File: config.mk
export PLATFORM = sky130hd
export DESIGN_NAME = wid_stage
export DESIGN_NICKNAME = d
export VERILOG_FILES = /design/src/rtl/wid_pkg.sv /design/src/rtl/wid_stage.sv
export SDC_FILE = /design/constraint.sdc
export NUM_CORES = 2
export LEC_CHECK = 0
export BUFFER_PORTS_ARGS = -buffer_cell sky130_fd_sc_hd__clkbuf_2
export CORE_AREA = 8 8 400 402
export CTS_CLUSTER_DIAMETER = 200
export DETAILED_ROUTE_END_ITERATION = 6
export DIE_AREA = 0 0 408 410
export GPL_TIMING_DRIVEN = 1
export PLACE_DENSITY = 0.56
export SYNTH_ARGS = -nofsm -noshare
export SYNTH_HDL_FRONTEND = slang
export SYNTH_SLANG_ARGS = --single-unit
File: constraint.sdc
create_clock -name clk -period 0.8 [get_ports clk]
set_input_delay 0.12 -clock clk [delete_from_list [all_inputs] [get_ports clk]]
set_output_delay 0.12 -clock clk [all_outputs]
set_load 0.03 [all_outputs]
File: src/rtl/wid_pkg.sv
// Package: shared types and constants for the wide integer divider.
`timescale 1ns / 1ps

package wid_pkg;

    localparam int NumW  = 256;
    localparam int DenW  = 128;
    localparam int BitsPerStage = 4;
    localparam int DivStages = NumW / BitsPerStage;

    localparam logic CmdUnsigned = 1'b0;
    localparam logic CmdSigned   = 1'b1;

    // One pipeline item after operand preparation.
    typedef struct packed {
        logic [NumW-1:0] quo;    // numerator magnitude shifting into quotient
        logic [DenW:0]   rem;    // partial remainder, one guard bit
        logic [DenW-1:0] den;    // divisor magnitude
        logic            neg_quo;
        logic            neg_rem;
        logic            div_zero;
    } div_item_t;

endpackage

File: src/rtl/wid_stage.sv
// One divider stage: retire BitsPerStage quotient bits by restoring steps.
`timescale 1ns / 1ps

module wid_stage (
    input  logic               clk,
    input  logic               rst_n,
    input  logic               en,
    input  logic               in_valid,
    input  wid_pkg::div_item_t in_item,
    output logic               out_valid,
    output wid_pkg::div_item_t out_item
);

    logic               valid_reg;
    wid_pkg::div_item_t item_reg;
    wid_pkg::div_item_t item_next;
    logic [wid_pkg::DenW:0] diff;

    always_comb
    begin
        item_next = in_item;
        diff = '0;
        for (int i = 0; i < wid_pkg::BitsPerStage; i++)
        begin
            // shift next numerator bit in; remainder < den so DenW+1 bits hold it
            item_next.rem = {item_next.rem[wid_pkg::DenW-1:0],
                             item_next.quo[wid_pkg::NumW-1]};
            item_next.quo = {item_next.quo[wid_pkg::NumW-2:0], 1'b0};
            diff = item_next.rem - {1'b0, item_next.den};
            if (!diff[wid_pkg::DenW])
            begin
                item_next.rem    = diff;
                item_next.quo[0] = 1'b1;
            end
        end
    end

    always_ff @(posedge clk or negedge rst_n)
    begin
        if (!rst_n)
        begin
            valid_reg <= 1'b0;
        end
        else if (en)
        begin
            valid_reg <= in_valid;
        end
    end

    always_ff @(posedge clk)
    begin
        if (en)
        begin
            item_reg <= item_next;
        end
    end

    assign out_valid = valid_reg;
    assign out_item  = item_reg;

endmodule

After elaboration in Yosys (flattened, before gate mapping)
Cells that the tools add are included.
{ "totals": {"ff_bits": 517, "input_bits": 520, "wordCells": 16} }
{ "op_classes": {"addsub": 4, "mux": 4} }
{ "op_table": {"columns": ["operator", "n"], "rows": [
  ["130-bit two-way mux", 4],
  ["129-bit by 128-bit subtractor with 129-bit output", 4]
]} }

Depth between registers and ports, before layout
{ "depth": {"word_depth": 8, "ltp_mapped": 72, "mapped_depth_nobuf": 62} }

Least setup slack after synthesis
No wires, ideal clock.
{ "synth_timing": {"path_kind": "input-to-reg", "start": "in in_item[515] in the netlist's numbering", "end": "reg item_reg, in the netlist out_item[170], data pin", "t_arrival_ps": 15537, "required_ps": 540, "path_slack_ps": -14996, "path_stages": 70, "path_cell_list": "inv_1 -> ha_1 -> inv_1 -> fa_1 -> a211oi_1 -> o21a_1 -> o31ai_1 -> o31a_1 -> o31ai_1 -> nand4_1 -> nand2_1 -> xnor2_1 -> clkbuf_1 -> buf_1 -> buf_1 -> mux2i_1 -> inv_1 -> ha_1 -> [... 34 more ...] -> fa_1 -> nor2b_1 -> o31a_1 -> o211a_1 -> o2111ai_1 -> a211oi_1 -> nor3_1 -> o31a_1 -> o21bai_1 -> a21oi_1 -> o211a_1 -> o21ai_0 -> a211o_1 -> a21oi_1 -> xor2_2 -> buf_6 -> buf_6 -> mux2_2"} }
{ "synth_lines": {"columns": ["item", "line_no", "text"], "rows": [
  ["from (decl)", "wid_stage.sv:9", "input wid_pkg::div_item_t in_item,"],
  ["to (signal assigned)", "wid_stage.sv:54", "item_reg <= item_next;"],
  ["to (decl)", "wid_stage.sv:15", "wid_pkg::div_item_t item_reg;"]
]} }

==> flow_summary.yaml <==
setup_path:
  crit_arrival_ns: 14.69
  rr_worst_depth: 1
  cp_top_family: "compound AO/OA/AOI/OAI gates"
  worstSetupStartpoint: "in_item[515]"
  rrSetupSlack_ns: 0
  crit_top_cell: "buf_12"
  crit_path_end_kind: "flip-flop"
  crit_type: "in -> reg"
  crit_fanout: 8
  crit_buf_inv: 20
  cp.required_ns: 1.23
  r2r_start: "out_valid"
  slowest_stage: "or4b_4"
  reg2reg_to: "out_valid"
  max_stage_delay_ns: 0.46
  start_kind: "input port"
sta:
  setup_violations: 752
  tightest_slew_ns: 0.779
  hold_violations: 11
  fin_skew_ns: 0
  tns_ns: -2110.59
  rsz0062_at_grt: "yes"
  timing.hold.ws_ns: -0.102
  fmax_mhz: 70.1
  maxSlewViolCount: 0
  final.setup.worst_slack_ns: -13.47
  fin_crit_ns: 14.27
  finalCritPeriodShare_pct: 1780
  slew_headroom_pct: 46.7
cts:
  clock_latency_ns: 0.70
  cts.htree.levels: 2
  cts_root_buffer: "clkbuf_16"
  cts_tree: "built"
  ctsHoldBuffers: 390
  clkTransAtPathRegs_ns: 0.06
  numCtsBuffers: 60
  clock_sinks: 517
  cts_buffer_depth: 3
logic_synthesis:
  ys_types: 87
  yosysTopAreaCell: "edfxtp_1"
  synth_seq_cells: 517
  ys.flop_type: "edfxtp_1"
  synth_edf_count: 516
  syn-num-nets: 7653
  synth_most_common_cell: "a21oi_1"
  avgSynthCellArea_um2: 8.18
  syn_inst: 6617
  async_flop_share_pct: 0.193
  synth_area_mm2: 0.0541
  yosysWarningCount: 0
  synth_top_area_share_pct: 28.6
  ys_seq_area_share_pct: 28.7
  synth_common_cells: "a21oi_1 (875), nand2_1 (621), edfxtp_1 (516)"
  synth_area_leaders: "edfxtp_1 (29%), ha_1 (12%), a21oi_1 (8.1%)"
drt:
  dr.pass1.iters: 6
  num_vias: 70600
  drtIter0Drc: 6318
  viasPerCell: 5.39
  post-route-drc-count: 0
  post_drt_wl_per_cell_um: 24.9
  drtAntennaViolNets: 0
  finalWirelength_um: 327000
  dr_wl_met2_um: 151000
  dr_wl_met3_um: 24300
  met1_length_um: 129000
  top_layer: "met5"
die:
  die_width_um: 408
  rows: 144
  start_util_pct: 35.3
  die-area_mm2: 0.167
  die_height_um: 410
  core_mm2: 0.153
  io_pins: 1037
placement:
  gp_congestion: 1.05
  placed_area_mm2: 0.0846
  numPlacedInstances: 12400
  hpwl_um: 276000
  portBuffers: 1035
finish:
  layout.cells.non_filler: 13100
  syn_to_final_growth_pct: 78.4
  drive_gt1_share_pct: 44.7
  final_util_pct: 63.0
  finalInstanceArea_mm2: 0.0966
  nets: 12000
  fill_cells: 13500
global_routing:
  antenna_found_initial: 40
  grt_pass1_wl_um: 461000
  grt_pass1_vias: 69400
  overflow: 0
  grt_util_all_layers_pct: 36.4
  grt_max_degree: 47
worst_hold_path:
  hold_depth: 2
  holdPathEnd: "out_item[114]"
  hp-start: "en"
  hold_path.class: "in -> reg"
job:
  drv_cap: 0
status:
  outcome: "complete, but fails checks"
  violations: "hold timing, setup timing"
==> layout make-up <==
cell class	count	area [um^2]	share of cell area, %
clock buffers	77	1600	1.65
clock inverters	33	402	0.416
flip-flops and latches	517	15500	16.1
repair buffers	4658	36400	37.7
diodes	23	57.6	0.0596
well taps	2044	2560	2.65
multi-input cells	5292	38200	39.6
inverters	467	1780	1.84
==> state kept, by name, summed over array words and instances (netlist names) <==
| name | cells |
|---|---|
| out_item | 516 |
| out_valid | 1 |
==> layer usage <==
metal / global-route usage (%) / vias to the layer above
li1: - / 33100
met5: 0 / -
met1: 44.2 / 33800
met2: 61.2 / 2953
met3: 6.99 / 690
met4: 19.1 / 34
==> kinds of logic after synthesis <==
logic type / count (synthesis) / synth area share [%]
AOI/OAI and AO/OA: 2265 / 25.3
xor gates and xnor gates: 494 / 8.01
adders and majority gates: 516 / 12.0
buffers and inverters: 808 / 5.81
DFF: 517 / 28.7
muxes: 238 / 4.88
and+or+nand+nor: 1779 / 15.4
==> per-stage QoR <==
step	setup WS (ns)	hold WS, ns
6_report	-13.47	-0.102
5_1_grt	-13.76	-0.126
4_1_cts	-13.39	-0.139
3_5_place_dp	-16.11	-0.103
3_3_place_gp	-15.90	-0.104
2_1_floorplan	-12.66	-0.176
==> how the worst max path moves through the flow <==
stage                    end  slack [ns]  cells past startpoint
2_1_floorplan  out_item[170]      -12.66                     70
3_3_place_gp   out_item[240]      -15.90                     73
3_5_place_dp   out_item[240]      -16.11                     73
4_1_cts        out_item[195]      -13.39                     73
5_1_grt        out_item[192]      -13.76                     73
6_report       out_item[194]      -13.47                     72
==> layout by cell type (no fill, tap or decap), types with 72 or more instances in the layout <==
cell type and count:
buf_4 3113, clkbuf_2 779, a21oi_1 766, nand2_1 602, edfxtp_1 516, ha_1 468, inv_1 457, nor2_1 449
o21ai_0 410, dlygate4sd3_1 390, xnor2_1 308, buf_6 263, a21o_1 251, nand4_1 228, xor2_1 181, o21bai_1 150
a21oi_2 99, mux2_4 94, nand3_1 83, nor3_1 79, o21ai_1 78, a31oi_1 72
==> timing repair <==
action	4_1_cts	5_1_grt
pin swaps	108	119
hold endpoints to repair	407	11
setup buffers	94	49
cloned	15	3
resized for setup	426	1173
setup endpoints to repair	650	751
Power is not shown: default switching activity piles up to over one toggle a cycle in this logic, so the estimate is an artifact.
