File: src/rtl/wid_pkg.sv
// Package: shared types and constants for the wide integer divider.
`timescale 1ns / 1ps

package wid_pkg;

    localparam int NumW  = 256;
    localparam int DenW  = 128;
    localparam int BitsPerStage = 4;
    localparam int DivStages = NumW / BitsPerStage;

    localparam logic CmdUnsigned = 1'b0;
    localparam logic CmdSigned   = 1'b1;

    // One pipeline item after operand preparation.
    typedef struct packed {
        logic [NumW-1:0] quo;    // numerator magnitude shifting into quotient
        logic [DenW:0]   rem;    // partial remainder, one guard bit
        logic [DenW-1:0] den;    // divisor magnitude
        logic            neg_quo;
        logic            neg_rem;
        logic            div_zero;
    } div_item_t;

endpackage

File: src/rtl/wid_prep.sv
// Operand preparation: zero check, sign capture and magnitude forming.
`timescale 1ns / 1ps

module wid_prep (
    input  logic                       clk,
    input  logic                       rst_n,
    input  logic                       en,
    input  logic                       in_valid,
    input  logic                       cmd,
    input  logic [wid_pkg::NumW-1:0]   num,
    input  logic [wid_pkg::DenW-1:0]   den,
    output logic                       out_valid,
    output wid_pkg::div_item_t         out_item
);

    logic               valid_reg;
    wid_pkg::div_item_t item_reg;
    wid_pkg::div_item_t item_next;
    logic               sn;
    logic               sd;

    always_comb
    begin
        sn = (cmd == wid_pkg::CmdSigned) && num[wid_pkg::NumW-1];
        sd = (cmd == wid_pkg::CmdSigned) && den[wid_pkg::DenW-1];
        item_next.quo      = sn ? (~num + 1'b1) : num;
        item_next.den      = sd ? (~den + 1'b1) : den;
        item_next.rem      = '0;
        item_next.neg_quo  = sn ^ sd;
        item_next.neg_rem  = sn;
        item_next.div_zero = (den == '0);
    end

    always_ff @(posedge clk or negedge rst_n)
    begin
        if (!rst_n)
        begin
            valid_reg <= 1'b0;
        end
        else if (en)
        begin
            valid_reg <= in_valid;
        end
    end

    always_ff @(posedge clk)
    begin
        if (en)
        begin
            item_reg <= item_next;
        end
    end

    assign out_valid = valid_reg;
    assign out_item  = item_reg;

endmodule

File: config.mk
export PLATFORM = sky130hd
export DESIGN_NAME = wid_prep
export DESIGN_NICKNAME = d
export VERILOG_FILES = /design/src/rtl/wid_pkg.sv /design/src/rtl/wid_prep.sv
export SDC_FILE = /design/constraint.sdc
export NUM_CORES = 1
export LEC_CHECK = 0
export ABC_AREA = 1
export BUFFER_PORTS_ARGS = -buffer_cell sky130_fd_sc_hd__buf_2
export CORE_AREA = 2 2 352 354
export DETAILED_ROUTE_END_ITERATION = 10
export DIE_AREA = 0 0 354 356
export PLACE_DENSITY = 0.48
export SETUP_SLACK_MARGIN = 0.5
export SYNTH_ARGS = -nofsm -noshare
export SYNTH_HDL_FRONTEND = slang
export SYNTH_SLANG_ARGS = --single-unit
File: constraint.sdc
create_clock -name clk -period 2.1 [get_ports clk]
set_input_delay 0.42 -clock clk [delete_from_list [all_inputs] [get_ports clk]]
set_output_delay 0.42 -clock clk [all_outputs]
set_load 0.01 [all_outputs]
=== After elaboration in Yosys (flattened, before gate mapping) ===
Index checks and enable logic that the tools add are counted.
W data, S select, Z words.

* Input bits: 389
* Flip-flop bits (word level): 388

* Add/sub/neg operators: 2
* Bitwise gates (word level): 3
* Mux-type cells: 2
* Reduce and logical (&&, ||, !) cells: 3

{| class="wikitable"
|+ Operators with widths
! operator !! number
|-
| $add A256 B1 Y256 const B || 1
|-
| $mux W256 || 1
|-
| $not A256 Y256 || 1
|-
| $add A128 B1 Y128 const B || 1
|-
| $logic_not A128 Y1 || 1
|-
| $mux W128 || 1
|-
| $not A128 Y128 || 1
|-
| $logic_and A1 B1 Y1 || 2
|-
| $xor A1 B1 Y1 || 1
|}

=== Longest topological paths before layout ===
Gate-level depths: netlist (run 1).

* Depth after elaboration: 3
* Mapped depth: 12
* Mapped depth without buffers: 12

=== Worst setup path before layout (run 1) ===
No wires, ideal clock.

* Kind: input-to-reg
* From: input num[0] in the netlist's numbering
* To: register item_reg (netlist bit out_item[508]), data pin
* Cell stages on the path: 11
* Setup slack: 0.148 ns
* Arrival time: 1.699 ns
* Setup time: 0.252 ns
* Buffers on the path: 0
* Cell sequence: inv_1 > ha_1 > nand2_2 > nor2_4 > nand2_4 > o21ai_4 > nand2_2 > nor2_4 > nand2_1 > nand2_1 > nand2_1

{| class="wikitable"
|+ RTL lines
! item !! line !! text
|-
| from (decl) || wid_prep.sv:10 || <nowiki>input logic [wid_pkg::NumW-1:0] num,</nowiki>
|-
| to (signal assigned) || wid_prep.sv:50 || <nowiki>item_reg <= item_next;</nowiki>
|-
| to (decl) || wid_prep.sv:17 || <nowiki>wid_pkg::div_item_t item_reg;</nowiki>
|}

=== Worst setup path in the final report (run 1) ===
* From: register item_reg (netlist bit out_item[405])
* To: output out_item[405] in the netlist's numbering

{| class="wikitable"
|+ RTL lines
! item !! line !! text
|-
| to (decl) || wid_prep.sv:13 || <nowiki>output wid_pkg::div_item_t out_item</nowiki>
|}

No word-level cell between the ends.

==> results_dict.tcl, run 1 <==
set metrics [dict create \
    cp.buffers_inverters 1 \
    nNetsFinal 6666 \
    postPlaceCellArea_um2 44500 \
    rr_worst_depth 1 \
    grt_pass1_vias 35300 \
    status "completed" \
    fp.dieArea_um2 126000 \
    max_stage_delay_ns 0.60 \
    preCtsSetupSlack_ns -0.980 \
    hold_path_end "out_item[95]$_DFFE_PP_" \
    p_leak_nw 25.0 \
    ir_worst_vdd_mv 0.585 \
    hpwl_um 180000 \
    syn_area_um2 28100 \
    crit_arrival_ns 1.49 \
    p_per_area_nw_per_um2 496 \
    n_fill_cell 12500 \
    routedWlPerCell_um 26.0 \
    routabilityCongestion 0.993 \
    drive_gt1_share_pct 59.6 \
    io_buffers 776 \
    initialDrtViolationCount 2477 \
    critPathTopFamily "flip-flops" \
    htree_levels 2 \
    firstDrtPassIters 5 \
    finalWorstSetupSlack_ns 0.194 \
    cp-start-kind "flop" \
    finalSetupViolCount 0 \
    die_w_um 354 \
    pin_count 906 \
    path_max_fanout 2 \
    drc 0 \
    area_growth_pct 99.9 \
    avgViaCountPerCell 4.63 \
    slowest_stage "edfxtp_1" \
    syn_inst 4049 \
    fp.dieH_um 356 \
    grt_pass1_wl_um 271000 \
    start_util_pct 22.9 \
    grt_use_total_pct 31.1 \
    cp.required_ns 1.68 \
    clock.fmax_ghz 0.525 \
    grt-ovfl-total 0 \
    r2r-start "out_valid$_DFFE_PN0P_" \
    regToRegSetupSlack_ns 1.35 \
    worstSkewPairLatency_ns 0.67 \
    crit_type "reg -> out" \
    num_rows 129 \
    fin_crit_sh_pct 90.7 \
    ys_warn_count 0 \
    slew_headroom_pct 57.9 \
    timing_hold_violations_final 0 \
    cts_made_buffers 50 \
    final_area_um2 56100 \
    clockBufferDepth 3 \
    ys_seq_elements 388 \
    worstHoldPathCells 3 \
    path_cells "buf_2" \
    wirelength_um 207000 \
    tightest_slew_ns 0.625 \
    ant_nets 0 \
    skew_ns 0 \
    cts-root-buf "clkbuf_16" \
    hp-class "in -> reg" \
    fin_crit_ns 1.91 \
    cts_tree "done" \
    async_reset_ff_share_pct 0.258 \
    vias 36800 \
    rsz0062_at_grt "yes" \
    clkSinkCount 388 \
    synth_cell_types 41 \
    clk_transition_reported_paths_ns 0.06 \
    grt_max_degree 64 \
    endpoint_kind "output port" \
    drv_slew 0 \
    synth-edff-count 387 \
    antenna_found_initial 22 \
    hold_start "den[92]" \
    multi_input_area_um2 22100 \
    synth.avg_cell_area_um2 6.94 \
    regToRegEndpoint "out_valid$_DFFE_PN0P_" \
    seq_area_um2 11600 \
    synthFlopType "edfxtp_1" \
    core_area_um2 123000 \
    max_cap_violations 0 \
    yosysSeqAreaShare_pct 41.5 \
]
==> cell type report <==
| cell class | instances | share of cell area [%] |
|---|---|---|
| clock buffers | 57 | 2.28 |
| clock inverters | 33 | 0.769 |
| flip-flops and latches | 388 | 20.7 |
| well taps | 1637 | 3.65 |
| multi-input cells | 3331 | 39.3 |
| repair buffers | 2219 | 31.1 |
| diodes | 7 | 0.0312 |
| inverters | 285 | 2.06 |
==> metrics by stage <==
step	TNS [ns]	utilization, %	power [mW]	cells	hold WS (ns)
2_1_floorplan	0	-	12.5	4177	0.124
3_3_place_gp	-122.77	36.3	17.1	7660	0.195
3_5_place_dp	-116.14	36.3	17.1	7660	0.196
4_1_cts	0	40.0	26.9	7801	0.0180
5_1_grt	0	45.8	28.8	7952	0.0678
6_report	0	45.8	27.8	7957	0.0726
==> cells in the final DEF, fill, tap and decap left out, types with 18 or more instances in the layout <==
| cell type | Yosys | final |
|---|---|---|
| buf_12 | 0 | 94 |
| buf_2 | 24 | 628 |
| buf_4 | 129 | 1179 |
| buf_6 | 0 | 288 |
| clkbuf_16 | 0 | 50 |
| conb_1 | 1 | 129 |
| edfxtp_1 | 387 | 387 |
| inv_1 | 279 | 243 |
| inv_2 | 5 | 27 |
| nand2_1 | 1441 | 874 |
| nand2_2 | 7 | 371 |
| nand2_4 | 2 | 189 |
| nand3_1 | 211 | 174 |
| nand3_2 | 1 | 30 |
| nand4_1 | 103 | 103 |
| nor2_1 | 987 | 319 |
| nor2_2 | 13 | 268 |
| nor2_4 | 6 | 419 |
| o21ai_0 | 126 | 43 |
| o21ai_1 | 6 | 30 |
| o21ai_2 | 17 | 47 |
| o21ai_4 | 2 | 31 |
| o21bai_1 | 19 | 19 |
| xnor2_1 | 90 | 67 |
| xnor2_2 | 0 | 18 |
| xor2_1 | 115 | 106 |
==> cells by family (layout without fill, tap and decap cells) <==
family | Yosys count | after routing | share of synthesized area (%)
simple gates | 2795 | 2795 | 39.9
buf+inv | 458 | 2594 | 7.95
flops | 388 | 388 | 41.5
xor+xnor | 205 | 205 | 6.39
compound gates | 199 | 199 | 4.13
fa+ha+maj | 2 | 2 | 0.0891
other cells | 1 | 136 | 0.0134
mux | 1 | 1 | 0.0401
==> worst max path at each step <==
stage	startpoint	to	slack, ns	cells after the start
floorplan	num[1]	out_item[396]$_DFFE_PP_	0.28	11
global placement	num[86]	out_item[473]$_DFFE_PP_	-1.04	13
detailed placement	num[209]	out_item[473]$_DFFE_PP_	-0.98	12
CTS	out_item[405]$_DFFE_PP_	out_item[405]	0.15	1
global route	out_item[405]$_DFFE_PP_	out_item[405]	0.16	1
finish	out_item[405]$_DFFE_PP_	out_item[405]	0.19	1
==> sequential cells by signal, indices dropped and copies added (netlist names) <==
register and flops:
out_item 387, out_valid 1
==> timing repair <==
item | CTS | global route
resized for setup | 730 | 1670
setup buffers | 46 | 149
hold buffers | 4 | 0
endpoints found under the setup margin | 616 | 646
hold endpoints to repair | 3 | 0
pin swaps | 142 | 553
gates cloned | 1 | 0
==> where the power goes <==
group          internal (mW)  switching (mW)  total (mW)
registers               9.57           0.505        10.1
clock network           5.40            3.97        9.37
logic                   3.55            4.84        8.39
total                   18.5            9.31        27.8
==> synthesized netlist by cell type (24+ instances only) <==
cell / n / area [µm²]
nand3_1: 211 / 1060
nor2_1: 987 / 3700
o21ai_0: 126 / 631
edfxtp_1: 387 / 11600
xor2_1: 115 / 1010
buf_2: 24 / 120
xnor2_1: 90 / 788
inv_1: 279 / 1050
nand4_1: 103 / 644
nand2_1: 1441 / 5410
buf_4: 129 / 968
==> routing by layer <==
metal / global-route usage [%] / routed length, µm / up-vias
met5: 0 / 117 / -
met4: 11.5 / 9720 / 18
met2: 54.0 / 99900 / 1425
met3: 5.39 / 12800 / 308
met1: 38.5 / 84100 / 17800
li1: - / - / 17200
Note: power is estimated with default switching activity, not from simulation.
==> run 2: changes to the inputs <==
--- a/config.mk
+++ b/config.mk
@@ -6,7 +6,7 @@
 export NUM_CORES = 1
 export LEC_CHECK = 0
 export ABC_AREA = 1
-export BUFFER_PORTS_ARGS = -buffer_cell sky130_fd_sc_hd__buf_2
+export BUFFER_PORTS_ARGS = -buffer_cell sky130_fd_sc_hd__buf_4
 export CORE_AREA = 2 2 352 354
 export DETAILED_ROUTE_END_ITERATION = 10
 export DIE_AREA = 0 0 354 356
==> run 2 against run 1 <==
Fmax increased by 2.4%. Sequential cell count unchanged. Count of clock-buffer cells in the layout increased by 3. Final cell count decreased by 0.90%. Die area unchanged. First-iteration DRC count decreased by 2.5%. Critical endpoint is now out_item[454]. Via count decreased by 1.4%. Critical path type unchanged. Routed wire length decreased by 0.93%. Register-to-register slack about the same. Critical path depth unchanged.
==> results_dict.tcl, run 2 (synthesis results as in run 1) <==
set metrics [dict create \
    status "completed" \
    worstSkewPairLatency_ns 0.66 \
    finalSetupTns_ns 0 \
    io_buffers 776 \
    hp-class "in -> reg" \
    path_cells "buf_6" \
    grt_max_degree 80 \
    drc 0 \
    grt-ovfl-total 0 \
    wirelength_um 205000 \
    initialDrtViolationCount 2414 \
    multi_input_area_um2 21500 \
    slew_headroom_pct 59.4 \
    pin_count 906 \
    clock.fmax_ghz 0.537 \
    drive_gt1_share_pct 58.0 \
    cts_made_buffers 51 \
    fp.dieH_um 356 \
    seq_area_um2 11600 \
    clockBufferDepth 3 \
    p_leak_nw 24.9 \
    core_area_um2 123000 \
    p_per_area_nw_per_um2 493 \
    rsz0062_at_grt "yes" \
    path_max_fanout 1 \
    cts-root-buf "clkbuf_16" \
    cp-start-kind "flop" \
    ant_nets 0 \
    crit_arrival_ns 1.44 \
    routedWlPerCell_um 26.0 \
    vias 36300 \
    cp.buffers_inverters 1 \
    mostFrequentLayoutCell "buf_4" \
    avgViaCountPerCell 4.61 \
    postPlaceCellArea_um2 46100 \
    num_rows 129 \
    power.total_mw 28.2 \
    final_area_um2 57200 \
    clk_transition_reported_paths_ns 0.06 \
    finalSetupViolCount 0 \
    nNetsFinal 6595 \
    largest_reg_flops 387 \
    antenna_found_initial 11 \
    cts_tree "done" \
    place_inst 7631 \
    skew_ns 0 \
    area_growth_pct 104 \
    htree_levels 2 \
    die_w_um 354 \
    drv_slew 0 \
    fp.dieArea_um2 126000 \
    final_cell_mix "1,519 x buf_4, 891 x nand2_1, 535 x buf_6" \
    slowest_stage "edfxtp_1" \
    final_cells 7885 \
    fin_crit_sh_pct 88.6 \
    ir_worst_vdd_mv 0.577 \
    endpoint_kind "output port" \
    clkSinkCount 388 \
    grt_pass1_vias 35600 \
    routabilityCongestion 1.01 \
    final_util_pct 46.6 \
    timing_hold_violations_final 0 \
    hpwl_um 178000 \
    fin_crit_ns 1.86 \
    max_cap_violations 0 \
    grt_pass1_wl_um 271000 \
    firstDrtPassIters 8 \
    max_stage_delay_ns 0.57 \
    n_fill_cell 12300 \
    grt_use_total_pct 31.0 \
    crit_type "reg -> out" \
    tightest_slew_ns 0.609 \
    critPathTopFamily "flip-flops" \
    cp.required_ns 1.68 \
    start_util_pct 22.9 \
]
run 2: worst paths after layout:
kind	startpoint	end	slack (ns)	cells after the start
max reg2reg	out_valid$_DFFE_PN0P_	out_valid$_DFFE_PN0P_	1.34	1
min	in_valid	out_valid$_DFFE_PN0P_	0.06	2
max in group asynchronous	rst_n	out_valid$_DFFE_PN0P_	1.93	2
max	out_item[454]$_DFFE_PP_	out_item[454]	0.24	1
min in group asynchronous	rst_n	out_valid$_DFFE_PN0P_	0.09	2
min reg2reg	out_valid$_DFFE_PN0P_	out_valid$_DFFE_PN0P_	0.54	1
run 2: routing by layer:
metal | vias up | GRT usage [%] | share of wire (%)
met5 | - | 0 | 0.018
met4 | 6 | 12.2 | 5.3
met3 | 323 | 4.64 | 6.2
met2 | 1451 | 53.9 | 48
met1 | 17400 | 38.4 | 40
li1 | 17100 | - | -
run 2: power breakdown:
group / total [mW] / switching (mW) / leakage [nW] / internal (mW)
sequential: 10.2 / 0.592 / 3.79 / 9.59
clock: 8.91 / 3.91 / 0.799 / 5.00
combinational: 9.12 / 4.84 / 20.3 / 4.28
total: 28.2 / 9.35 / 24.9 / 18.9
run 2: final cells by class:
class                           count  share of cell area, %
Antenna cell                        7                 0.0306
Clock buffer                       60                   2.29
Clock inverter                     30                  0.564
Inverter                          285                   2.04
Multi-Input combinational cell   3331                   37.5
Sequential cell                   388                   20.4
Tap cell                         1637                   3.58
Timing Repair Buffer             2147                   33.6
run 2: timing repair:
action | in CTS | in global routing
endpoints found under the setup margin | 608 | 656
gates cloned | 1 | 2
hold buffers | 3 | 0
pin swaps | 170 | 511
endpoints found under the hold margin | 3 | 0
resized for setup | 750 | 1514
setup buffers | 59 | 92
run 2: metrics by stage:
step | hold WS [ns] | setup slack [ns]
6_report | 0.0633 | 0.239
5_1_grt | 0.0243 | 0.226
4_1_cts | 0.00143 | 0.185
3_5_place_dp | 0.197 | -0.886
3_3_place_gp | 0.196 | -0.884
2_1_floorplan | 0.124 | 0.281
