File: config.mk
export PLATFORM = sky130hd
export DESIGN_NAME = wid_fix
export DESIGN_NICKNAME = d
export VERILOG_FILES = /design/src/rtl/wid_pkg.sv /design/src/rtl/wid_fix.sv
export SDC_FILE = /design/constraint.sdc
export NUM_CORES = 1
export LEC_CHECK = 0
export BUFFER_PORTS_ARGS = -buffer_cell sky130_fd_sc_hd__clkbuf_2
export CELL_PAD_IN_SITES_DETAIL_PLACEMENT = 0
export CELL_PAD_IN_SITES_GLOBAL_PLACEMENT = 1
export CORE_AREA = 2 2 350 352
export DETAILED_ROUTE_END_ITERATION = 8
export DIE_AREA = 0 0 352 354
export HOLD_SLACK_MARGIN = 0.02
export PLACE_DENSITY = 0.59
export SETUP_SLACK_MARGIN = 0.1
export SLEW_MARGIN = 20
export SYNTH_ARGS = -nofsm -noshare
export SYNTH_HDL_FRONTEND = slang
export SYNTH_SLANG_ARGS = --single-unit
File: constraint.sdc
create_clock -name clk -period 0.85 [get_ports clk]
set_input_delay 0.085 -clock clk [delete_from_list [all_inputs] [get_ports clk]]
set_output_delay 0.085 -clock clk [all_outputs]
set_load 0.02 [all_outputs]
File: src/rtl/wid_pkg.sv
// Package: shared types and constants for the wide integer divider.
`timescale 1ns / 1ps

package wid_pkg;

    localparam int NumW  = 256;
    localparam int DenW  = 128;
    localparam int BitsPerStage = 4;
    localparam int DivStages = NumW / BitsPerStage;

    localparam logic CmdUnsigned = 1'b0;
    localparam logic CmdSigned   = 1'b1;

    // One pipeline item after operand preparation.
    typedef struct packed {
        logic [NumW-1:0] quo;    // numerator magnitude shifting into quotient
        logic [DenW:0]   rem;    // partial remainder, one guard bit
        logic [DenW-1:0] den;    // divisor magnitude
        logic            neg_quo;
        logic            neg_rem;
        logic            div_zero;
    } div_item_t;

endpackage

File: src/rtl/wid_fix.sv
// Result fix-up: sign restore, zero-divisor forcing, output register.
`timescale 1ns / 1ps

module wid_fix (
    input  logic                     clk,
    input  logic                     rst_n,
    input  logic                     en,
    input  logic                     in_valid,
    input  wid_pkg::div_item_t       in_item,
    output logic                     out_valid,
    output logic [wid_pkg::NumW-1:0] quo,
    output logic [wid_pkg::DenW-1:0] rem,
    output logic                     div_zero
);

    logic                     valid_reg;
    logic [wid_pkg::NumW-1:0] quo_reg;
    logic [wid_pkg::DenW-1:0] rem_reg;
    logic                     zero_reg;
    logic [wid_pkg::NumW-1:0] quo_next;
    logic [wid_pkg::DenW-1:0] rem_next;

    always_comb
    begin
        quo_next = in_item.neg_quo ? (~in_item.quo + 1'b1) : in_item.quo;
        rem_next = in_item.rem[wid_pkg::DenW-1:0];
        rem_next = in_item.neg_rem ? (~rem_next + 1'b1) : rem_next;
        if (in_item.div_zero)
        begin
            quo_next = '0;
            rem_next = '0;
        end
    end

    always_ff @(posedge clk or negedge rst_n)
    begin
        if (!rst_n)
        begin
            valid_reg <= 1'b0;
        end
        else if (en)
        begin
            valid_reg <= in_valid;
        end
    end

    always_ff @(posedge clk)
    begin
        if (en)
        begin
            quo_reg  <= quo_next;
            rem_reg  <= rem_next;
            zero_reg <= in_item.div_zero;
        end
    end

    assign out_valid = valid_reg;
    assign quo       = quo_reg;
    assign rem       = rem_reg;
    assign div_zero  = zero_reg;

endmodule

Yosys cells after proc, flatten, opt, wreduce, memory -nomap -nowiden
Index checks and enable logic that the tools add are counted.
- bits in registers: 386
- bits of input ports: 520
- output and inout port bits: 386
- logic and storage cells: 10
- $add $sub $neg: 2
- multiplexer cells: 2
- bitwise logic cells: 2
- operators by type and width (kind ; number):
    $add 256x1->256 const B ; 1
    $mux 256 ; 1
    $not 256->256 ; 1
    $add 128x1->128 const B ; 1
    $mux 128 ; 1
    $not 128->128 ; 1

Depth between registers and ports, before layout
Gate-level depths: netlist (run 1).
- word-level depth: 3
- mapped depth: 10
- mapped depth without buffers: 9

Worst setup path after synthesis (run 1)
Ideal clock, no wire load.
- path type: input -> register
- from: in in_item[344] (netlist name)
- to: reg quo_reg, in the netlist quo[235], data pin
- setup time: 266 ps
- arrival time: 2333 ps
- required time: 584 ps
- path slack: -1749 ps
- stages on the path: 7
- buffers on the path: 0
- cell sequence: nor4_4 nand3_4 or4_1 or4_4 o41ai_2 xor2_1 nor2_1
- word-level cells in the longest chain between the ends: 3
- ends and longest elaborated chain (element ; line ; source):
    from (decl) ; wid_fix.sv:9 ; input wid_pkg::div_item_t in_item,
    $not 256->256 ; wid_fix.sv:25 ; quo_next = in_item.neg_quo ? (~in_item.quo + 1'b1) : in_item.quo;
    $add 256x1->256 ; wid_fix.sv:25 ;
    $mux 256 ; wid_fix.sv:25 ;
    to (signal assigned) ; wid_fix.sv:51 ; quo_reg <= quo_next;
    to (decl) ; wid_fix.sv:17 ; logic [wid_pkg::NumW-1:0] quo_reg;
Every way passes these cells.
A chain may end at the register's enable or synchronous reset.

Worst setup path in the final report (run 1)
- from: in in_item[327] (netlist name)
- to: reg quo_reg, in the netlist quo[213], data pin
The elaborated chain is that of the path after synthesis.

==> results of run 1 <==
cells by family after synthesis:
logic type                 count (synthesis)  share of synthesized area, %
muxes                                     15                        0.6752
adders and majority gates                  2                        0.1015
and+or+nand+nor                         1379                         28.09
AOI/OAI and AO/OA                        328                         9.183
DFF                                      386                         47.01
buffers and inverters                    133                         2.046
xor gates and xnor gates                 363                         12.90
timing repair:
item                       CTS  global route
gates resized for setup    550           144
setup endpoints to repair  760           780
pin swaps                  328           188
hold endpoints to repair   322            33
setup buffers              118            69
gates cloned                 1             0
worst min-delay path, stage by stage:
cell and delay [ns]:
sky130_fd_sc_hd__clkbuf_8 0.11, sky130_fd_sc_hd__buf_4 0.10, sky130_fd_sc_hd__xor2_1 0.08, sky130_fd_sc_hd__nor2_1 0.09
placed cells by master (no fill, tap or decap), types with 52 or more instances in the layout:
cell / count
sky130_fd_sc_hd__o31ai_4: 84
sky130_fd_sc_hd__xor2_1: 305
sky130_fd_sc_hd__edfxtp_1: 385
sky130_fd_sc_hd__nor2_1: 473
sky130_fd_sc_hd__dlygate4sd3_1: 232
sky130_fd_sc_hd__clkbuf_2: 737
sky130_fd_sc_hd__nor3_1: 90
sky130_fd_sc_hd__buf_12: 83
sky130_fd_sc_hd__o21ai_2: 60
sky130_fd_sc_hd__nor4_4: 71
sky130_fd_sc_hd__buf_6: 146
sky130_fd_sc_hd__nand2_1: 157
sky130_fd_sc_hd__clkbuf_16: 52
sky130_fd_sc_hd__buf_4: 1171
sky130_fd_sc_hd__nand4_1: 80
sky130_fd_sc_hd__nand3_1: 69
metal layers:
layer / routed length [um] / GRT usage [%] / share of wire [%] / up-vias
met5: 147 / 0.2642 / 0.088 / -
met4: 7084 / 10.28 / 4.2 / 18
met3: 15260 / 8.046 / 9.2 / 279
met2: 72470 / 38.92 / 43 / 1403
met1: 71730 / 34.11 / 43 / 15558
li1: - / - / - / 14433
how the worst max path moves through the flow:
stage	start	endpoint	slack (ns)	cells past startpoint
floorplan	in_item[354]	quo[253]$_SDFFCE_PP0P_	-1.62	7
global placement	in_item[280]	quo[245]$_SDFFCE_PP0P_	-2.52	12
detailed placement	in_item[288]	quo[245]$_SDFFCE_PP0P_	-2.47	13
CTS	in_item[281]	quo[213]$_SDFFCE_PP0P_	-1.48	13
global route	in_item[281]	quo[213]$_SDFFCE_PP0P_	-1.62	13
finish	in_item[327]	quo[213]$_SDFFCE_PP0P_	-1.60	13
synthesized netlist by cell type (all sizes together) (2+ instances only):
| library cell | n | area (um2) |
|---|---|---|
| or2 | 24 | 150.1 |
| o41ai | 56 | 565.6 |
| a21boi | 2 | 15.01 |
| ha | 2 | 25.02 |
| nand4b | 20 | 175.2 |
| nand2b | 16 | 100.1 |
| nor4b | 3 | 26.28 |
| and3 | 4 | 25.02 |
| o31ai | 115 | 863.3 |
| nor3 | 138 | 700.7 |
| clkbuf | 101 | 379.1 |
| mux2 | 13 | 146.4 |
| a31oi | 10 | 62.56 |
| mux2i | 2 | 20.02 |
| nand3b | 19 | 142.6 |
| a21oi | 27 | 135.1 |
| edfxtp | 385 | 11560 |
| and4 | 2 | 17.52 |
| xor2 | 338 | 2960 |
| nor4 | 144 | 1066 |
| buf | 8 | 35.03 |
| xnor2 | 25 | 219.0 |
| or4 | 46 | 349.1 |
| or3 | 52 | 325.3 |
| nand2 | 198 | 743.2 |
| nor2b | 14 | 87.58 |
| nand3 | 100 | 523.0 |
| nand4 | 80 | 500.5 |
| nor3b | 4 | 30.03 |
| a41oi | 3 | 26.28 |
| inv | 24 | 90.09 |
| nor2 | 509 | 1911 |
| and2 | 3 | 18.77 |
| o21ai | 110 | 550.5 |
cell type report:
type / count / area share, %
antenna: 16 / 0.07735
clock buffer: 52 / 2.432
clock inverter: 36 / 0.7783
inverter: 24 / 0.2175
multi-input combinational: 2087 / 34.20
sequential: 386 / 22.38
tap: 1625 / 3.928
timing repair buffer: 2406 / 35.99
power by group through the flow:
stage | logic, mW | registers (mW) | clock network, mW
floorplan | 3.88 | 26.2 | 0
global placement | 15.8 | 24.3 | 0
detailed placement | 15.8 | 24.3 | 0
CTS | 17.4 | 23.9 | 22.7
global route | 18.6 | 24.0 | 23.3
finish | 17.7 | 23.9 | 22.3
==> flow_summary.toml, run 1 <==
[cells_and_area]
multi_input_area_um2 = 17700
final_net_count = 5477
final_layout_size_suffix_gt1_share_pct = 57.94
finalInstanceArea_um2 = 51760
finalNonFillerCells = 6632
area.sequential_um2 = 11590
largest_register_ff_count = 256
area.growth.synth_to_final_pct = 110.0
post-route-util_pct = 42.81
fillCellCount = 11762

[clock_network]
hold_buffers = 232
tritoncts.num_buffers = 50
clock_sinks = 386
clkLatencyLatePin_ns = 0.63
tritoncts_clock_tree = "yes"
cts_h_tree_depth = 2
cts.path.max_buffers = 3
clock_root_buffer = "sky130_fd_sc_hd__clkbuf_16"
clk_pin_slew_worst_paths_ns = 0.06

[min_path]
hold_path_cell_cnt = 4
timing.hold.worst.start = "in_item[196]"
hold_path_end = "rem[65]$_SDFFCE_PP0P_"
hp-class = "primary input to flip-flop"

[synth]
synth_flop_type = "sky130_fd_sc_hd__edfxtp_1"
synth-async-reset-ratio_pct = 0.2591
syn_area_um2 = 24650
syn_inst = 2606
netlist-cell-type-count = 53
yosysSeqAreaShare_pct = 47.01
synth_enable_flop_cells = 385
synth_area_per_cell_um2 = 9.458
syn-num-nets = 3128
number_of_storage_elements_in_the_synthesis_netlist = 386
synth_warn = 0

[sta]
accumulated_negative_setup_slack_ns = -535.86
report.final.setup_viol = 774
finalHoldWorstSlack_ns = -0.04002
report.final.hold_viol_count = 12
post-route-min-period_ns = 2.446
max_freq_mhz = 408.8
slew_headroom_pct = 40.10
clock_skew_ns = 0
layout_worst_path_cycle_share_pct = 287.8
timing.final.max_slew_violations = 0
grt_setup_unrepaired = "yes"
worstMarginPinSlew_ns = 0.8956
timing.final.ws_setup_ns = -1.596

[worst_setup_path]
worst-endpoint-required_ns = 1.27
cpPeakStageDelay_ns = 0.43
worstPathArrival_ns = 2.87
worst_path_max_delay_cell = "sky130_fd_sc_hd__nand4_1"
critPathTopFamily = "simple AND/OR/NAND/NOR gates"
worst_setup_path_start_kind = "primary input"
r2r-end = "out_valid$_DFFE_PN0P_"
crit_chain = "buf_2 -> nor3_4 -> buf_6 -> nand4_1 -> nor4_4 -> buf_4 -> nand4_1 -> buf_12 -> buf_12 -> o31ai_4 -> xor2_1 -> buf_4 -> nor2_2"
rr_worst_depth = 1
regToRegStartpoint = "out_valid$_DFFE_PN0P_"
worst_setup_ep_type = "flip-flop"
timing.critical_path.fanout_max = 8
worstSetupPathType = "primary input to flip-flop"
reg2reg_slack_ns = 0.09
timing.critical_path.buf_inv = 6

[power]
peakVddDrop_mv = 1.733
power_switching_mw = 20.75
power.switching_fraction_pct = 32.44
pwr-share-seq_pct = 37.4
comb_power_share_pct = 27.7
fin_total_pwr_mw = 63.95
clkPwrFrac_pct = 34.9
internal_power_mw = 43.20
power.density_cell_area_nw_per_um2 = 1235
p_leak_nw = 21.85

[route]
wl_um = 166700
wl_per_cell_um = 25.13
detailroute.via_count = 31691
drtIter0Drc = 2485
ant_nets = 0
detail_route.vias_per_cell = 4.778
drt_pass1_iterations = 6
drc = 0

[die]
core_area_um2 = 120900
die_x_um = 352
start_util_pct = 20.38
ioPinCount = 906
dieArea_um2 = 124600
die_height_um = 354
rows = 128

[place]
detailed_place.area_um2 = 42780
dp.final_hpwl_um = 134600
routability_congestion_estimate_from_global_placement = 0.9637
detailedPlace.worstSlack_ns = -2.467
place.port_buffers = 776
dp.cells = 6130

[global_route]
wire_length_of_the_first_global_routing_pass_um = 233000
grt_max_degree = 66
overall_routing_resource_usage_pct = 25.78
globalRoute.totalOverflow = 0
antenna_found_initial = 27
grt_pass1_vias = 32194

[run_status]
violations_in_the_final_reports = "hold timing, setup timing"
run_status = "complete, but fails checks"

[flow_run]
maxCapViolations = 0
(Power assumes the default switching activity.)
==> inputs of run 2 (changes only) <==
Settings changed: ABC_AREA set to 1, CORE_AREA 2 2 350 352 to 2 2 349 351, DIE_AREA 0 0 352 354 to 0 0 351 353, PLACE_DENSITY 0.59 to 0.67.
==> flow_summary.toml, run 2 <==
[run_status]
run_status = "complete, but fails checks"
violations_in_the_final_reports = "hold timing, setup timing"

[power]
p_leak_nw = 27.62
fin_total_pwr_mw = 68.34
power.density_cell_area_nw_per_um2 = 1062
peakVddDrop_mv = 1.331

[cells_and_area]
layout.cells.most_common = "sky130_fd_sc_hd__buf_4"
area.growth.synth_to_final_pct = 126.0
final_layout_size_suffix_gt1_share_pct = 60.77
most-common-layout-cells = "1247 x sky130_fd_sc_hd__buf_4, 715 x sky130_fd_sc_hd__nand2_1, 495 x sky130_fd_sc_hd__nor2_1, 483 x sky130_fd_sc_hd__clkbuf_2, 465 x sky130_fd_sc_hd__nor2_4"
finalNonFillerCells = 8676
largest_register_ff_count = 256
final_net_count = 7523
finalInstanceArea_um2 = 64340

[global_route]
globalRoute.totalOverflow = 0
overall_routing_resource_usage_pct = 33.20
antenna_found_initial = 16
wire_length_of_the_first_global_routing_pass_um = 291200
grt_max_degree = 54
grt_pass1_vias = 40656

[flow_run]
maxCapViolations = 0

[worst_setup_path]
crit_path_frequent_cell = "sky130_fd_sc_hd__buf_12"
r2r-end = "out_valid$_DFFE_PN0P_"
regToRegStartpoint = "out_valid$_DFFE_PN0P_"
rr_worst_depth = 1
worst_path_max_delay_cell = "sky130_fd_sc_hd__edfxtp_1"
crit_chain = "buf_12 -> buf_12"
reg2reg_slack_ns = 0.11
worst-endpoint-required_ns = 0.76
cpPeakStageDelay_ns = 0.50
worst_setup_ep_type = "output port"
worst_setup_path_start_kind = "flip-flop"
worstSetupPathType = "flip-flop to output port"
cp-startpoint = "quo[138]$_SDFFCE_PP0P_"
worstPathArrival_ns = 1.48
timing.critical_path.fanout_max = 1
critical_path.endpoint = "quo[138]"

[synth]
netlist-cell-type-count = 36
syn-num-nets = 4900
yosysTopAreaCellShare_pct = 40.61
synth_largest_area_cell = "sky130_fd_sc_hd__edfxtp_1"
synth_flop_type = "sky130_fd_sc_hd__edfxtp_1"
syn_inst = 4378
synth_area_per_cell_um2 = 6.503
synth_enable_flop_cells = 385
syn_area_um2 = 28470
yosys-top-cells-count = "1241 x sky130_fd_sc_hd__nor2_1, 1226 x sky130_fd_sc_hd__nand2_1, 385 x sky130_fd_sc_hd__edfxtp_1"
number_of_storage_elements_in_the_synthesis_netlist = 386
synth-async-reset-ratio_pct = 0.2591
synthMostInstantiatedCell = "sky130_fd_sc_hd__nor2_1"
synth_warn = 0
yosysSeqAreaShare_pct = 40.70
synth_top_cells_by_area = "sky130_fd_sc_hd__edfxtp_1 41%, sky130_fd_sc_hd__nor2_1 16%, sky130_fd_sc_hd__nand2_1 16%, sky130_fd_sc_hd__nand3_1 4.9%, sky130_fd_sc_hd__inv_1 4.8%"

[clock_network]
clock_root_buffer = "sky130_fd_sc_hd__clkbuf_16"
clk_pin_slew_worst_paths_ns = 0.07
tritoncts.num_buffers = 47
clkLatencyLatePin_ns = 0.63
clock_sinks = 386
cts.path.max_buffers = 3
tritoncts_clock_tree = "yes"
cts_h_tree_depth = 2

[route]
ant_nets = 0
drt_pass1_iterations = 5
detail_route.vias_per_cell = 4.842
wl_per_cell_um = 25.08
drtIter0Drc = 2873
detailroute.via_count = 42012
wl_um = 217600
drc = 0

[sta]
finalHoldWorstSlack_ns = -0.02902
worstMarginPinSlew_ns = 0.6480
layout_worst_path_cycle_share_pct = 183.6
slew_headroom_pct = 56.61
post-route-min-period_ns = 1.561
clock_skew_ns = 0
timing.final.max_slew_violations = 0
grt_setup_unrepaired = "yes"
max_freq_mhz = 640.8
accumulated_negative_setup_slack_ns = -318.64
timing.final.ws_setup_ns = -0.7107
report.final.hold_viol_count = 47
report.final.setup_viol = 744

[die]
core_area_um2 = 120600
dieArea_um2 = 123900
start_util_pct = 23.61
die_x_um = 351
die_height_um = 353
ioPinCount = 906
rows = 128

[place]
routability_congestion_estimate_from_global_placement = 1.033
detailedPlace.worstSlack_ns = -1.714
place.port_buffers = 776
dp.final_hpwl_um = 178600
detailed_place.area_um2 = 46750
dp.cells = 8041

[min_path]
hp-class = "primary input to flip-flop"
hold_path_cell_cnt = 2
==> run 2: cell types whose count changed after synthesis, moves of 96 or more <==
cell | previous run | this run
sky130_fd_sc_hd__nand2_1 | 198 | 1226
sky130_fd_sc_hd__o31ai_1 | 115 | 0
sky130_fd_sc_hd__nor4_1 | 126 | 0
sky130_fd_sc_hd__xor2_1 | 338 | 0
sky130_fd_sc_hd__nand3_1 | 97 | 276
sky130_fd_sc_hd__o21ai_0 | 110 | 256
sky130_fd_sc_hd__nor2_1 | 509 | 1241
sky130_fd_sc_hd__a21oi_1 | 27 | 253
sky130_fd_sc_hd__inv_1 | 24 | 366
sky130_fd_sc_hd__nor3_1 | 136 | 40
==> run 2: timing repair <==
action / 4_1_cts / 5_1_grt
gates resized for setup: 1334 / 1904
pin swaps: 380 / 663
hold buffers: 270 / 6
buffers inserted: 131 / 159
endpoints found under the hold margin: 342 / 55
endpoints found under the setup margin: 740 / 759
==> run 2: worst max-delay path: cells and delay by family (launching register included) <==
| family | cells | cell delay [ns] |
|---|---|---|
| buffers and inverters | 2 | 0.31 |
| flip-flops | 1 | 0.50 |
==> run 2: logic make-up (layout without fill, tap and decap cells) <==
logic type	Yosys count	in the layout	share of synthesized area, %
simple gates	2967	2967	42.66
flops	386	386	40.70
compound gates	559	559	10.32
fa+ha+maj	2	2	0.08788
other cells	0	13	0
mux	1	1	0.03955
buf+inv	463	3123	6.197
==> run 2: area by class of cell <==
type	count	area, um2
timing repair buffer	2665	23020
tap	1625	2033
fill	11418	56250
inverter	372	1633
multi-input combinational	3529	24440
antenna	13	32.53
clock inverter	35	406.6
clock buffer	51	1191
sequential	386	11590
==> run 2: worst min path at each step <==
stage / from / endpoint / slack [ns]
floorplan: rst_n / out_valid$_DFFE_PN0P_ / -0.21
detailed placement: rst_n / out_valid$_DFFE_PN0P_ / -0.14
finish: en / quo[110]$_SDFFCE_PP0P_ / -0.03
global placement: rst_n / out_valid$_DFFE_PN0P_ / -0.14
CTS: in_item[262] / quo[2]$_SDFFCE_PP0P_ / -0.27
global route: en / quo[25]$_SDFFCE_PP0P_ / -0.05
==> run 2: per-layer routing <==
metal  GRT usage (%)  wire [um]  up-vias
li1                -          -    19655
met3           6.426      15820      394
met4           16.37      12650        4
met5               0         26        -
met2           54.01     101100     1706
met1           41.86      88040    20253
==> run 2: through the flow <==
step / utilization (%) / hold slack [ns]
3_3_place_gp: 38.77 / -0.1392
4_1_cts: 47.41 / -0.2727
2_1_floorplan: - / -0.2106
6_report: 53.36 / -0.02902
3_5_place_dp: 38.77 / -0.1353
5_1_grt: 53.35 / -0.05161
==> run 2: power breakdown <==
part / total [mW] / internal [mW] / switching (mW)
sequential: 23.9 / 22.9 / 1.02
clock: 21.6 / 12.1 / 9.50
combinational: 22.8 / 9.86 / 12.9
